`config.mk`:
```
export PLATFORM = sky130hd
export DESIGN_NAME = lgs_ctrl
export DESIGN_NICKNAME = d
export VERILOG_FILES = /design/src/rtl/lgs_pkg.sv /design/src/rtl/lgs_ctrl.sv
export SDC_FILE = /design/constraint.sdc
export NUM_CORES = 1
export LEC_CHECK = 0
export BUFFER_PORTS_ARGS = -buffer_cell sky130_fd_sc_hd__buf_2
export CORE_AREA = 2 2 39 41
export CTS_CLUSTER_SIZE = 30
export DETAILED_ROUTE_END_ITERATION = 8
export DIE_AREA = 0 0 41 43
export PLACE_DENSITY = 0.42
export REMOVE_ABC_BUFFERS = 1
export SETUP_SLACK_MARGIN = 0.1
export SYNTH_ARGS = -nofsm -noshare
export SYNTH_HDL_FRONTEND = slang
export SYNTH_SLANG_ARGS = --single-unit
```
`constraint.sdc`:
```
create_clock -name clk -period 1.2 [get_ports clk]
set_input_delay 0.18 -clock clk [delete_from_list [all_inputs] [get_ports clk]]
set_output_delay 0.18 -clock clk [all_outputs]
set_load 0.02 [all_outputs]
```
`src/rtl/lgs_pkg.sv`:
```
// shared types, constants and the cell rule for the life generation step block
// no dependencies
`default_nettype none

package lgs_pkg;

	localparam int MAX_WIDTH_DEF  = 64;
	localparam int MAX_HEIGHT_DEF = 64;

	localparam int REG_W     = 7;
	localparam int ACTION_W  = 2;
	localparam int COORD_W   = 6;
	localparam int S_TDATA_W = 16;
	localparam int M_TDATA_W = 8;
	localparam int CFG_ADDR_W = 1;

	localparam logic [ACTION_W-1:0] ACT_WRITE   = 2'd0;
	localparam logic [ACTION_W-1:0] ACT_READ    = 2'd1;
	localparam logic [ACTION_W-1:0] ACT_ADVANCE = 2'd2;

	localparam logic [CFG_ADDR_W-1:0] REG_GRID_WIDTH  = 1'd0;
	localparam logic [CFG_ADDR_W-1:0] REG_GRID_HEIGHT = 1'd1;

	localparam logic [REG_W-1:0] GRID_SIZE_RESET = 7'd64;

	localparam logic [3:0] BIRTH_COUNT   = 4'd3;
	localparam logic [3:0] SURVIVE_COUNT = 4'd2;

	typedef struct packed {
		logic load;
		logic decode;
		logic acc_rd;
		logic acc_mod;
		logic sweep_start;
		logic sweep_rd;
		logic flush;
		logic out_load;
	} lgs_cmd_t;

	typedef struct packed {
		logic [ACTION_W-1:0] action;
		logic                oor;
		logic                grid_empty;
		logic                rd_last;
	} lgs_sts_t;

	// b3/s23 on a 3x3 neighborhood, center is mid[1]
	function automatic logic life_next(logic [2:0] up, logic [2:0] mid, logic [2:0] dn);
		logic [3:0] n;
		n = 4'(up[0]) + 4'(up[1]) + 4'(up[2]) + 4'(mid[0]) + 4'(mid[2])
			+ 4'(dn[0]) + 4'(dn[1]) + 4'(dn[2]);
		return (n == BIRTH_COUNT) || ((n == SURVIVE_COUNT) && mid[1]);
	endfunction

endpackage

`default_nettype wire

```
`src/rtl/lgs_ctrl.sv`:
```
// controller state machine: stream handshakes and sequencing of access and sweep
// depends on lgs_pkg
`default_nettype none

module lgs_ctrl (
	input  wire logic              clk,
	input  wire logic              arst_n,
	input  wire logic              s_tvalid,
	output logic                   s_tready,
	output logic                   m_tvalid,
	input  wire logic              m_tready,
	input  wire lgs_pkg::lgs_sts_t sts,
	output lgs_pkg::lgs_cmd_t      cmd
);
	import lgs_pkg::*;

	localparam logic [2:0] ST_IDLE      = 3'd0;
	localparam logic [2:0] ST_DECODE    = 3'd1;
	localparam logic [2:0] ST_ACC_MOD   = 3'd2;
	localparam logic [2:0] ST_ADV_RD    = 3'd3;
	localparam logic [2:0] ST_ADV_DRAIN = 3'd4;
	localparam logic [2:0] ST_ADV_FLUSH = 3'd5;
	localparam logic [2:0] ST_DONE      = 3'd6;

	logic [2:0] state_q, state_d;
	logic       out_valid_q;
	logic       is_access;

	assign s_tready  = (state_q == ST_IDLE);
	assign m_tvalid  = out_valid_q;
	assign is_access = (sts.action == ACT_WRITE) || (sts.action == ACT_READ);

	always_comb begin
		state_d = state_q;
		cmd     = '0;
		case (state_q)
			ST_IDLE: begin
				if (s_tvalid) begin
					cmd.load = 1'b1;
					state_d  = ST_DECODE;
				end
			end
			ST_DECODE: begin
				cmd.decode = 1'b1;
				if (sts.action == ACT_ADVANCE) begin
					if (sts.grid_empty) begin
						state_d = ST_DONE;
					end else begin
						cmd.sweep_start = 1'b1;
						state_d         = ST_ADV_RD;
					end
				end else if (is_access && !sts.oor) begin
					cmd.acc_rd = 1'b1;
					state_d    = ST_ACC_MOD;
				end else begin
					state_d = ST_DONE;
				end
			end
			ST_ACC_MOD: begin
				cmd.acc_mod = 1'b1;
				state_d     = ST_DONE;
			end
			ST_ADV_RD: begin
				cmd.sweep_rd = 1'b1;
				if (sts.rd_last) begin
					state_d = ST_ADV_DRAIN;
				end
			end
			ST_ADV_DRAIN: begin
				state_d = ST_ADV_FLUSH;
			end
			ST_ADV_FLUSH: begin
				cmd.flush = 1'b1;
				state_d   = ST_DONE;
			end
			ST_DONE: begin
				if (!out_valid_q || m_tready) begin
					cmd.out_load = 1'b1;
					state_d      = ST_IDLE;
				end
			end
			default: begin
				state_d = ST_IDLE;
			end
		endcase
	end

	always_ff @(posedge clk or negedge arst_n) begin
		if (!arst_n) begin
			state_q     <= ST_IDLE;
			out_valid_q <= 1'b0;
		end else begin
			state_q <= state_d;
			if (cmd.out_load) begin
				out_valid_q <= 1'b1;
			end else if (m_tready) begin
				out_valid_q <= 1'b0;
			end
		end
	end

	a_accept_decodes: assert property (@(posedge clk) disable iff (!arst_n)
		(s_tvalid && s_tready) |=> (state_q == ST_DECODE))
		else $error("accepted item not decoded");

	a_flush_after_drain: assert property (@(posedge clk) disable iff (!arst_n)
		(state_q == ST_ADV_FLUSH) |-> ($past(state_q) == ST_ADV_DRAIN))
		else $error("sweep flush without drain");

	a_no_result_overrun: assert property (@(posedge clk) disable iff (!arst_n)
		(out_valid_q && !m_tready && (state_q == ST_DONE)) |=> (state_q == ST_DONE))
		else $error("result overwritten before transfer");

	a_single_access: assert property (@(posedge clk) disable iff (!arst_n)
		cmd.acc_mod |-> ($past(cmd.acc_rd) && !cmd.sweep_rd))
		else $error("cell access without its row fetch");

endmodule

`default_nettype wire

```
==> flow_summary.json <==
{
  "wl_per_cell_um": 11.6,
  "maxCapViolCount": 0,
  "outcome": "complete, but fails checks",
  "synth_ff_type": "dfrtp_1",
  "end_kind": "output pin",
  "dp_cells": 69,
  "crit_type": "flip-flop to output pin",
  "synth_cells": 32,
  "min_to": "state_q[0]",
  "placed_area_um2": 403,
  "boundaryPins": 19,
  "yosysTopAreaCellShare_pct": 37.6,
  "grt_pass1_vias": 329,
  "viasPerCell": 4.70,
  "dpl.hpwl_um": 555,
  "crit_required_ns": 1.02,
  "critPathArrivalTime_ns": 1.17,
  "first_iter_violations": 11,
  "initial_core_util_pct": 19.3,
  "fp.dieH_um": 43,
  "root_buffer": "clkbuf_4",
  "hold_depth": 3,
  "synth_seq_area_share_pct": 37.6,
  "routed_wirelength_um": 926,
  "start_kind": "flip-flop",
  "setup_viol": 10,
  "final_cells": 80,
  "violations": "negative setup slack",
  "r2r_setup_slack_ns": -0.03,
  "syn_to_final_growth_pct": 125,
  "nets": 75,
  "drtAntennaViolNets": 0,
  "critPathMaxStageDelay_ns": 0.37,
  "ys_async_sr_fraction_pct": 100,
  "final_common_cell": "buf_4",
  "synth_warnings": 0,
  "core_um2": 1380,
  "max-slew-margin-rel_pct": 85.6,
  "cellLeakagePower_nw": 0.287,
  "cellPowerDensity_nw_per_um2": 2610,
  "mostFrequentLayoutCells": "buf_4, buf_2, buf_6",
  "diodes": 0,
  "clock-sinks": 4,
  "r2r.worst_path.cells": 4,
  "clock_latency_ns": 0.23,
  "antenna_found_initial": 0,
  "synth_edf_count": 0,
  "port_buffers": 18,
  "cts_tree": "done",
  "ys_top_cells_by_area": "dfrtp_1, nor3_1, o21ai_0, and3_1, nor2b_1",
  "dp_slack_ns": -0.0175,
  "period_needed_ns": 1.35,
  "final_layout_size_suffix_gt1_share_pct": 75.0,
  "syn_avg_cell_area_um2": 8.33,
  "drc": 0,
  "hold_class": "input pin to flip-flop",
  "rsz0062_at_grt": "true",
  "skew_ns": 0.00335,
  "vias": 376,
  "period_share_pct": 112,
  "cp_slowest_cell": "dfrtp_1",
  "dieArea_um2": 1760,
  "synth_seq_cells": 4,
  "rows": 14,
  "crit_path_cell_trace": "inv_2 > nand2_4 > nor3_2 > buf_4",
  "min_from": "s_tvalid",
  "fmax_mhz": 743,
  "clk_pin_slew_worst_paths_ns": 0.03,
  "grt_use_total_pct": 11.5,
  "p_total_mw": 1.56,
  "htree_levels": 1,
  "synth_top_cell_by_area": "dfrtp_1",
  "drt_pass1_iterations": 4,
  "tightest_slew_ns": 0.215,
  "worstPathMaxFanout": 5,
  "syn_area_um2": 267,
  "die_w_um": 41,
  "grt_pass1_wl_um": 1310,
  "hold_violations": 0,
  "timing.rr.end": "state_q[0]",
  "worst_slack_ns": -0.146,
  "cts_buffers": 3,
  "slew_violations": 0,
  "finish.instance_area_um2": 599,
  "fin_util_pct": 43.3,
  "ir_drop_mv": 0.909,
  "ys_types": 20,
  "gp_congestion": 0.695,
  "clockBufferDepth": 2,
  "grt_max_degree": 8,
  "reg2reg_from": "state_q[1]",
  "grt.overflow.total": 0
}
## synthesized netlist by cell type, types with 2 or more instances
master   count
inv_1        2
o21ai_0      3
dfrtp_1      4
nor3_1       3
nor2_1       3
nor2b_1      2
and3_1       2
## per-stage QoR
stage / TNS (ns) / hold WS (ns)
final: -0.935 / 0.217
after global routing: -1.59 / 0.226
after CTS: -1.00 / 0.207
after detailed placement: -0.0240 / -0.0106
after global placement: -0.0359 / -0.00966
after floorplan: -1.14 / -0.116
## cells by family (layout without fill, tap and decap cells)
group,count (synthesis),after routing,synth area share [%]
and+or+nand+nor,15,15,31.9
muxes,1,1,4.23
DFF,4,4,37.6
AOI/OAI and AO/OA,9,9,22.1
buffers and inverters,3,35,4.23
## power breakdown
part | internal (mW) | switching [mW] | total (mW)
Sequential | 0.210 | 0.104 | 0.314
Combinational | 0.578 | 0.506 | 1.08
Clock | 0.112 | 0.0522 | 0.164
## worst max path at each step
stage / start / endpoint / slack (ns) / cells past startpoint
2_1_floorplan: state_q[1] / cmd[7] / -0.35 / 2
6_report: state_q[2] / cmd[3] / -0.15 / 4
5_1_grt: state_q[2] / cmd[5] / -0.23 / 4
3_3_place_gp: state_q[1] / state_q[0] / -0.03 / 3
3_5_place_dp: state_q[1] / state_q[0] / -0.02 / 3
4_1_cts: state_q[1] / cmd[7] / -0.15 / 3
## what timing repair did
| action | in CTS | in global routing |
|---|---|---|
| endpoints found under the setup margin | 10 | 12 |
| pin swaps | 3 | 5 |
| resized for setup | 17 | 18 |
| endpoints found under the hold margin | 4 | 0 |
| hold buffers | 1 | 0 |
| setup buffers | 6 | 1 |
## critical path: cells and delay by family (launching register included)
kind / cells / cell delay (ns)
flip-flops: 1 / 0.37
AND/OR/NAND/NOR: 2 / 0.28
buffers and inverters: 2 / 0.28
## sequential cells by signal, indices dropped and copies added (netlist names)
name / cells
m_tvalid: 1
state_q: 3
## area by class of cell
cell class	count	area [um^2]
clock buffers	3	22.5
well taps	16	20.0
repair buffers	30	233
inverters	2	7.51
multi-input cells	25	214
fillers	142	785
flip-flops and latches	4	103
## per-layer routing
metal	up-vias	track usage [%]	part of all wire, %
met3	0	6.28	5.6
met1	176	12.7	41
met4	0	6.00	0
met2	18	16.9	53
li1	182	-	-
met5	-	0	0
No activity file was read; power rests on OpenSTA's default activity.
